**src/sv/bmpgg_pkg.sv**
```systemverilog
// Package for the BMP grey/glyph stream block: codes, field widths and constant tables.
`default_nettype none
package bmpgg_pkg;

	localparam int MAX_WIDTH  = 4096;
	localparam int MAX_HEIGHT = 4096;
	localparam int HEADER_BYTES = 54;

	// error codes
	typedef enum logic [2:0] {
		ERR_NONE    = 3'd0,
		ERR_SIG     = 3'd1,
		ERR_DEPTH   = 3'd2,
		ERR_COMPR   = 3'd3,
		ERR_SIZE    = 3'd4
	} err_code_t;

	// header byte positions that matter
	localparam logic [5:0] POS_SIG    = 6'd1;
	localparam logic [5:0] POS_WIDTH  = 6'd21;
	localparam logic [5:0] POS_HEIGHT = 6'd25;
	localparam logic [5:0] POS_BPP    = 6'd28;
	localparam logic [5:0] POS_COMPR  = 6'd33;
	localparam logic [5:0] POS_END    = 6'(HEADER_BYTES - 1);

	localparam logic [15:0] BMP_SIG = 16'h4D42;
	localparam logic [7:0]  BPP_24  = 8'd24;

	// luminance weights, Q0.16
	localparam logic [15:0] W_RED   = 16'd13937;
	localparam logic [15:0] W_GREEN = 16'd46869;
	localparam logic [15:0] W_BLUE  = 16'd4731;

	localparam longint unsigned Q30_ONE = 64'd1073741824;
	localparam longint unsigned DEN     = 64'd510;
	localparam longint unsigned QDIV    = 64'd1055 * DEN;
	localparam longint unsigned LDIV    = 64'd1292 * DEN;

	// 65-character ramp, first character in the top byte
	localparam logic [65*8-1:0] RAMP =
		"`^\",:;Il!i~+_-?][}{1)(|\\/tfjrxnuvczXYUJCLQ0OZmwqpdbkhao*#MW&8%B@$";

	typedef logic [15:0] lin_rom_t [256];
	typedef logic [15:0] bound_rom_t [255];
	typedef logic [6:0]  glyph_rom_t [256];

	function automatic longint unsigned fifth_q30(longint unsigned r);
		longint unsigned p;
		p = r;
		for (int i = 0; i < 4; i++) p = (p * r) >> 30;
		return p;
	endfunction

	// linear light in Q0.16 for the code num/510
	function automatic logic [15:0] srgb_lin(longint unsigned num);
		longint unsigned x, s, lo, hi, mid, lin;
		if (num * 64'd100000 <= 64'd4045 * DEN)
			return 16'((num * 64'd6553600 + 64'd646 * DEN) / LDIV);
		x = (((64'd1000 * num + 64'd55 * DEN) << 30) + QDIV / 2) / QDIV;
		if (x > Q30_ONE) x = Q30_ONE;
		s = (x * x + (Q30_ONE >> 1)) >> 30;
		lo = 0;
		hi = Q30_ONE;
		while (lo < hi) begin
			mid = lo + (hi - lo + 1) / 2;
			if (fifth_q30(mid) <= s) lo = mid;
			else hi = mid - 1;
		end
		lin = (s * lo + (Q30_ONE >> 1)) >> 30;
		lin = (lin + 64'd8192) >> 14;
		return (lin > 64'd65535) ? 16'hFFFF : 16'(lin);
	endfunction

	function automatic lin_rom_t build_lin();
		lin_rom_t t;
		for (int k = 0; k < 256; k++) t[k] = srgb_lin(longint'(2 * k));
		return t;
	endfunction

	function automatic bound_rom_t build_bound();
		bound_rom_t t;
		for (int k = 0; k < 255; k++) t[k] = srgb_lin(longint'(2 * k + 1));
		return t;
	endfunction

	function automatic glyph_rom_t build_glyph();
		glyph_rom_t t;
		int idx;
		for (int g = 0; g < 256; g++) begin
			idx = (g * 64) / 255;
			t[g] = RAMP[(64 - idx) * 8 +: 7];
		end
		return t;
	endfunction

	localparam lin_rom_t   LIN_ROM   = build_lin();
	localparam bound_rom_t BOUND_ROM = build_bound();
	localparam glyph_rom_t GLYPH_ROM = build_glyph();

endpackage
`default_nettype wire

```
**src/sv/bmp24_stream_to_grey_glyph_top.sv**
```systemverilog
// BMP 24-bit byte stream parser with sRGB luminance and ramp glyph output.
// Path: a pixel result passes the parse, lookup/multiply, sum and search/output registers after
// its red byte is taken; errors follow the same path.
// Throughput: one byte per cycle, three bytes per pixel; a stalled output stalls the pipe.
// Reset: arst_n clears parser state and pipeline valids; the first byte is header byte 0.
`default_nettype none
module bmp24_stream_to_grey_glyph_top import bmpgg_pkg::*; (
	input  wire logic        clk,
	input  wire logic        arst_n,
	input  wire logic        s_axis_tvalid,
	output logic             s_axis_tready,
	input  wire logic [7:0]  s_axis_tdata,   // [7:0] data_byte
	input  wire logic        s_axis_tuser,   // [0] file_start
	output logic             m_axis_tvalid,
	input  wire logic        m_axis_tready,
	output logic [47:0]      m_axis_tdata,   // [2:0] error_code, [10:3] grey, [17:11] glyph,
	                                         // [29:18] row, [41:30] column, rest zero
	output logic             m_axis_tuser,   // [0] kind
	output logic             m_axis_tlast    // last
);

	typedef enum logic [1:0] {PH_HEADER, PH_PIXELS, PH_PAD, PH_HALT} phase_t;

	typedef struct packed {
		logic        kind;
		logic [2:0]  code;
		logic [11:0] row;
		logic [11:0] col;
		logic        last;
	} tag_t;

	phase_t      phase_q;
	logic [5:0]  hpos_q;
	logic [31:0] raw_q;
	logic [12:0] width_q, height_q;
	logic        td_q;
	logic [11:0] rowc_q, colc_q;
	logic [1:0]  chan_q, pad_q;
	logic [7:0]  blue_q, green_q;

	logic adv, take;
	assign adv = !m_axis_tvalid || m_axis_tready;
	assign s_axis_tready = adv;
	assign take = s_axis_tvalid && adv;

	// parser next state
	phase_t      ph, ph_n;
	logic [5:0]  hp, hp_n;
	logic [31:0] rw, rw_n, mag;
	logic [12:0] wd, wd_n, ht, ht_n;
	logic        td, td_n;
	logic [11:0] rc, rc_n, cc, cc_n;
	logic [1:0]  ch, ch_n, pd, pd_n;
	logic [7:0]  bl, bl_n, gr, gr_n, b;
	logic        emit;
	tag_t        tag;

	always_comb begin
		b = s_axis_tdata;
		ph = phase_q; hp = hpos_q; rw = raw_q; wd = width_q; ht = height_q; td = td_q;
		rc = rowc_q; cc = colc_q; ch = chan_q; pd = pad_q; bl = blue_q; gr = green_q;
		if (s_axis_tuser) begin
			ph = PH_HEADER; hp = '0; rw = '0; wd = '0; ht = '0; td = 1'b0;
			rc = '0; cc = '0; ch = '0; pd = '0; bl = '0; gr = '0;
		end
		ph_n = ph; hp_n = hp; rw_n = rw; wd_n = wd; ht_n = ht; td_n = td;
		rc_n = rc; cc_n = cc; ch_n = ch; pd_n = pd; bl_n = bl; gr_n = gr;
		emit = 1'b0;
		mag = '0;
		tag = '0;
		case (ph)
			PH_HEADER: begin
				rw_n = {b, rw[31:8]};
				hp_n = hp + 6'd1;
				if (hp == POS_SIG) begin
					if (rw_n[31:16] != BMP_SIG) begin emit = 1'b1; tag.code = ERR_SIG; end
				end else if (hp == POS_WIDTH) begin
					wd_n = (rw_n >= 32'd1 && rw_n <= 32'(MAX_WIDTH)) ? rw_n[12:0] : '0;
				end else if (hp == POS_HEIGHT) begin
					td_n = rw_n[31];
					mag = rw_n[31] ? (~rw_n + 32'd1) : rw_n;
					ht_n = (mag >= 32'd1 && mag <= 32'(MAX_HEIGHT)) ? mag[12:0] : '0;
				end else if (hp == POS_BPP) begin
					if (b != BPP_24) begin emit = 1'b1; tag.code = ERR_DEPTH; end
				end else if (hp == POS_COMPR) begin
					if (rw_n != '0) begin emit = 1'b1; tag.code = ERR_COMPR; end
				end else if (hp == POS_END) begin
					if (wd == '0 || ht == '0) begin
						emit = 1'b1; tag.code = ERR_SIZE;
					end else begin
						ph_n = PH_PIXELS; rc_n = '0; cc_n = '0; ch_n = '0;
					end
				end else if (hp > POS_END) begin
					ph_n = PH_HALT;
				end
				if (emit) begin
					tag.kind = 1'b1;
					ph_n = PH_HALT;
				end
			end
			PH_PIXELS: begin
				if (ch == 2'd0) begin
					bl_n = b; ch_n = 2'd1;
				end else if (ch == 2'd1) begin
					gr_n = b; ch_n = 2'd2;
				end else begin
					ch_n = 2'd0;
					emit = 1'b1;
					tag.row = td ? rc : 12'(ht - 13'd1 - {1'b0, rc});
					tag.col = cc;
					if ({1'b0, cc} + 13'd1 >= wd) begin
						cc_n = '0;
						if ({1'b0, rc} + 13'd1 >= ht) begin
							tag.last = 1'b1;
							ph_n = PH_HALT;
						end else begin
							rc_n = rc + 12'd1;
							pd_n = wd[1:0];
							if (wd[1:0] != 2'd0) ph_n = PH_PAD;
						end
					end else begin
						cc_n = cc + 12'd1;
					end
				end
			end
			PH_PAD: begin
				pd_n = pd - 2'd1;
				if (pd_n == 2'd0) ph_n = PH_PIXELS;
			end
			default: ;
		endcase
	end

	// parser state registers
	always_ff @(posedge clk or negedge arst_n) begin
		if (!arst_n) begin
			phase_q <= PH_HEADER; hpos_q <= '0; raw_q <= '0; width_q <= '0; height_q <= '0;
			td_q <= 1'b0; rowc_q <= '0; colc_q <= '0; chan_q <= '0; pad_q <= '0;
			blue_q <= '0; green_q <= '0;
		end else if (take) begin
			phase_q <= ph_n; hpos_q <= hp_n; raw_q <= rw_n; width_q <= wd_n; height_q <= ht_n;
			td_q <= td_n; rowc_q <= rc_n; colc_q <= cc_n; chan_q <= ch_n; pad_q <= pd_n;
			blue_q <= bl_n; green_q <= gr_n;
		end
	end

	// pipeline: s1 parsed item, s2 products, s3 luminance, then output register
	logic        v_s1, v_s2, v_s3;
	tag_t        tag_s1, tag_s2, tag_s3;
	logic [7:0]  b_s1, g_s1, r_s1;
	logic [31:0] pr_s2, pg_s2, pb_s2;
	logic [15:0] y_s3;
	logic [32:0] ysum;
	logic [16:0] ysh;
	logic [7:0]  grey_c, idx;

	assign ysum = {1'b0, pr_s2} + {1'b0, pg_s2} + {1'b0, pb_s2} + 33'd32768;
	assign ysh  = ysum[32:16];

	// count of boundaries at or below Y, by binary search over the sorted table
	always_comb begin
		grey_c = '0;
		idx = '0;
		for (int i = 7; i >= 0; i--) begin
			idx = grey_c + 8'((1 << i) - 1);
			if (BOUND_ROM[idx] <= y_s3) grey_c = grey_c + 8'(1 << i);
		end
	end

	always_ff @(posedge clk or negedge arst_n) begin
		if (!arst_n) begin
			v_s1 <= 1'b0; v_s2 <= 1'b0; v_s3 <= 1'b0; m_axis_tvalid <= 1'b0;
		end else if (adv) begin
			v_s1 <= take && emit;
			v_s2 <= v_s1;
			v_s3 <= v_s2;
			m_axis_tvalid <= v_s3;
		end
	end

	always_ff @(posedge clk) begin
		if (adv) begin
			tag_s1 <= tag; b_s1 <= bl; g_s1 <= gr; r_s1 <= b;
			tag_s2 <= tag_s1;
			pr_s2 <= 32'(W_RED) * 32'(LIN_ROM[r_s1]);
			pg_s2 <= 32'(W_GREEN) * 32'(LIN_ROM[g_s1]);
			pb_s2 <= 32'(W_BLUE) * 32'(LIN_ROM[b_s1]);
			tag_s3 <= tag_s2;
			y_s3 <= ysh[16] ? 16'hFFFF : ysh[15:0];
			m_axis_tuser <= tag_s3.kind;
			m_axis_tlast <= tag_s3.last;
			m_axis_tdata <= {6'd0, tag_s3.col, tag_s3.row,
				tag_s3.kind ? 7'd0 : GLYPH_ROM[grey_c],
				tag_s3.kind ? 8'd0 : grey_c, tag_s3.code};
		end
	end

	// checks
	a_err_clean: assert property (@(posedge clk) disable iff (!arst_n)
		m_axis_tvalid && m_axis_tuser |-> m_axis_tdata[41:3] == '0 && !m_axis_tlast)
		else $error("error item carries pixel fields");
	a_pix_code: assert property (@(posedge clk) disable iff (!arst_n)
		m_axis_tvalid && !m_axis_tuser |-> m_axis_tdata[2:0] == ERR_NONE)
		else $error("pixel item carries an error code");
	a_hold: assert property (@(posedge clk) disable iff (!arst_n)
		m_axis_tvalid && !m_axis_tready |=> m_axis_tvalid && $stable(m_axis_tdata))
		else $error("stalled output item changed");

endmodule
`default_nettype wire

```
**config.mk**
```make
export PLATFORM = sky130hd
export DESIGN_NAME = bmp24_stream_to_grey_glyph_top
export DESIGN_NICKNAME = d
export VERILOG_FILES = /design/src/sv/bmpgg_pkg.sv /design/src/sv/bmp24_stream_to_grey_glyph_top.sv
export SDC_FILE = /design/constraint.sdc
export NUM_CORES = 2
export LEC_CHECK = 0
export BUFFER_PORTS_ARGS = -buffer_cell sky130_fd_sc_hd__buf_2
export CAP_MARGIN = 20
export CORE_ASPECT_RATIO = 1.4
export CORE_UTILIZATION = 33
export CTS_BUF_LIST = sky130_fd_sc_hd__clkbuf_16
export DETAILED_ROUTE_END_ITERATION = 16
export PLACE_DENSITY = 0.47
export REMOVE_ABC_BUFFERS = 1
export SYNTH_ARGS = -nofsm -noshare
export SYNTH_HDL_FRONTEND = slang
export SYNTH_SLANG_ARGS = --single-unit
```
**constraint.sdc**
```tcl
create_clock -name clk -period 32.2 [get_ports clk]
set_input_delay 0 -clock clk [delete_from_list [all_inputs] [get_ports clk]]
set_output_delay 0 -clock clk [all_outputs]
set_load 0.01 [all_outputs]
```
==> impl_results.md <==
* Outcome: finished, final reports clean
* Root Buffer: clkbuf_16
* I/O Buffers at 58
* Share of cells above drive strength 1 at approximately 5.8%
* Global Route Usage Sum at between 20% and 30%
* #FFs+latches synth at ~370
* Area Overhead vs Synth at 7.41%
* Syn. warnings at 0
* Post-layout util at a little over a third
* Worst slew margin at between 10% and 20%
* Drt drc at 0
* CTS Sinks at between 300 and 400
* First-pass DRT Iterations at 6
* Gpl congestion at 1.01
* Setup CP Type: flip-flop to flip-flop
* Hold Buf Count CTS at 12
* Startpoint types: flip-flop
* RSZ-0062 raised after global routing: no
* Ys flop type: edfxtp_1
* DIE AREA at ~160000 um^2
* Asr flop ratio synth at ~29%
* Die X at around 330 um
* Via density at just under 6
* Largest net degree at the start of global routing at about 180
* Vias at roughly 48000
* Nets at about 7000
* TritonCTS buffer count at 46
* Detailed placement HPWL at roughly 140000 um
* Antenna Nets Post-Route at 0
* CP max-delay cell: ha_1
* Post-Synthesis Cells at about 6200
* Number of synthesized flops with an enable pin at approximately 260
* Netlist cell types at 91
* Clock Pin Slew Worst Setup and Hold Paths at about 60 ps
* Achievable Freq at around 0.041 GHz
* Clock tree buffer depth at 3
* Routed WL at 197000 um
* Row count at 170
* Post-CTS Repair Setup Buffers at 0
* Top-level port count at 65
* Post-synth top area share at between 15 and 20%
* FF+latch area at roughly 11000 um^2
* Critical path's largest stage delay at roughly 860 ps
* Worst hold slack at 148 ps
* CTS tree: done
* Multi-input gate area at between 30000 and 40000 um^2
* Htree depth at 2
* Starting density of the core at between 30% and 40%
* Syn Area/Cell at roughly 8.2 um^2
* Most common cell on crit path: ha_1
* Min Tclk post-route at roughly 24000 ps
* Post-Syn Area at slightly above 50000 um^2
* Final Hold Viols at 0
* Arrival @ worst endpoint at around 25000 ps
* Die height at roughly 470 um
* CTS resizes at 0
* HP Class: input port to flip-flop
* Initial antenna violation count at 0
* Slew Limit Fails at 0
* Worst-Margin Slew at roughly 1200 ps
* Synth top cells by count: ha_1 (671), nand2_1 (619), a21oi_1 (538)
* Synth area leaders: ha_1 (16%), edfxtp_1 (15%), fa_1 (10%)
* Setup violators final at 0
* Final Instance Count excl. Fillers at 8125
* DRT iter0 DRCs at 4600
* Later-pin clock latency in the skew report at around 650 ps
* Placed instance count at between 8000 and 9000
* Final worst path period share at 75.7%
* Routed len/inst at 24.2 um
* Vias in the first global route at about 48000
* Worst clock skew at approximately 65 ps
* Core ar. at around 150000 um^2
* First-pass GRT wire length at 300000 um
* Synth area leader: ha_1
* Critical-path maximum fanout at 65
* Fillcell total at ~16000
* Most frequent cell after synthesis: ha_1
* Grt total ovfl at 0
* Max cap viols at 0
* Worst Path Required at 32530 ps
* Post-synthesis sequential area ratio at 20.6%
* CP Capture Type: flip-flop
cells by family (layout without fill, tap and decap cells):
family	after synthesis	after routing	share of synthesized area, %
multiplexers	82	82	2.51
XOR/XNOR	119	119	2.04
flip-flops	369	369	20.6
other	1	7	0.00734
buffers and inverters	932	749	7.00
adder cells (fa/ha/maj)	936	936	26.8
AND/OR/NAND/NOR	1813	1813	16.3
AO/OA/AOI/OAI	1986	1986	24.7
state kept, by name (all words and copies together), names as in the netlist, 2 cells and up:
register	cells
b_s1	8
blue_q	8
chan_q	2
colc_q	12
g_s1	8
green_q	8
height_q	13
hpos_q	6
m_axis_tdata	42
pad_q	2
pb_s2	29
pg_s2	32
phase_q	2
pr_s2	30
r_s1	8
raw_q	24
rowc_q	12
tag_s1	29
tag_s2	29
tag_s3	29
width_q	13
y_s3	16
critical path: cells and delay by family, from the launching register on:
kind	cells	cell delay (ps)
compound gates	26	5480
fa+ha+maj	11	4720
buf+inv	15	5790
flops	1	760
simple gates	27	7130
area by class of cell:
cell class                      count  share of cell area (%)
Clock buffer                       46                    2.10
Clock inverter                     40                   0.848
Inverter                          487                    3.33
Multi-Input combinational cell   4942                    67.5
Antenna cell                        1                 0.00456
Timing Repair Buffer              176                    2.28
Tap cell                         2064                    4.71
Sequential cell                   369                    19.2
layer usage:
metal / track usage (%) / vias to the layer above / routed length, um
li1: - / 22300 / -
met1: 29.4 / 23500 / 76900
met2: 42.6 / 2033 / 96500
met3: 2.87 / 606 / 11100
met4: 13.9 / 0 / 12000
met5: 0 / - / 0
cells in the final DEF, fill, tap and decap left out, types with 42 or more instances in the layout:
| master | netlist | final |
|---|---|---|
| a211oi_1 | 124 | 124 |
| a21o_1 | 54 | 54 |
| a21oi_1 | 538 | 538 |
| a311oi_1 | 43 | 43 |
| a31oi_1 | 126 | 126 |
| and3_1 | 55 | 55 |
| buf_2 | 35 | 58 |
| buf_4 | 6 | 103 |
| clkbuf_16 | 0 | 46 |
| dfrtp_1 | 107 | 107 |
| edfxtp_1 | 262 | 262 |
| fa_1 | 265 | 265 |
| ha_1 | 671 | 670 |
| inv_1 | 476 | 481 |
| nand2_1 | 619 | 618 |
| nand2b_1 | 55 | 54 |
| nand3_1 | 135 | 135 |
| nand4_1 | 43 | 43 |
| nor2_1 | 501 | 500 |
| nor2b_1 | 92 | 92 |
| nor3_1 | 149 | 149 |
| o211ai_1 | 90 | 90 |
| o21ai_0 | 501 | 500 |
| o22ai_1 | 42 | 42 |
| o31ai_1 | 49 | 46 |
| xnor2_1 | 76 | 76 |
| xor2_1 | 43 | 43 |
through the flow:
stage	setup slack [ps]	TNS [ps]	instance area, um^2
6_report	7840	0	54900
5_1_grt	6940	0	54900
2_1_floorplan	-10440	-73060	49400
3_5_place_dp	8460	0	53100
3_3_place_gp	8600	0	53100
4_1_cts	8400	0	54900
final timing paths:
path	slack, ps	from	endpoint	depth (start not counted)
hold / removal	150	s_axis_tvalid	green_q[5]	5
min in group asynchronous	370	arst_n	rowc_q[3]	4
max in group asynchronous	30760	arst_n	blue_q[1]	4
setup / recovery	7840	y_s3[0]	m_axis_tdata[17]	79
setup reg to reg	7840	y_s3[0]	m_axis_tdata[17]	79
hold reg to reg	410	tag_s1[0]	tag_s2[0]	0
Power is left out: the tool's default activity adds up to more than one toggle a clock period on the data nets, which glitch-free logic cannot reach.
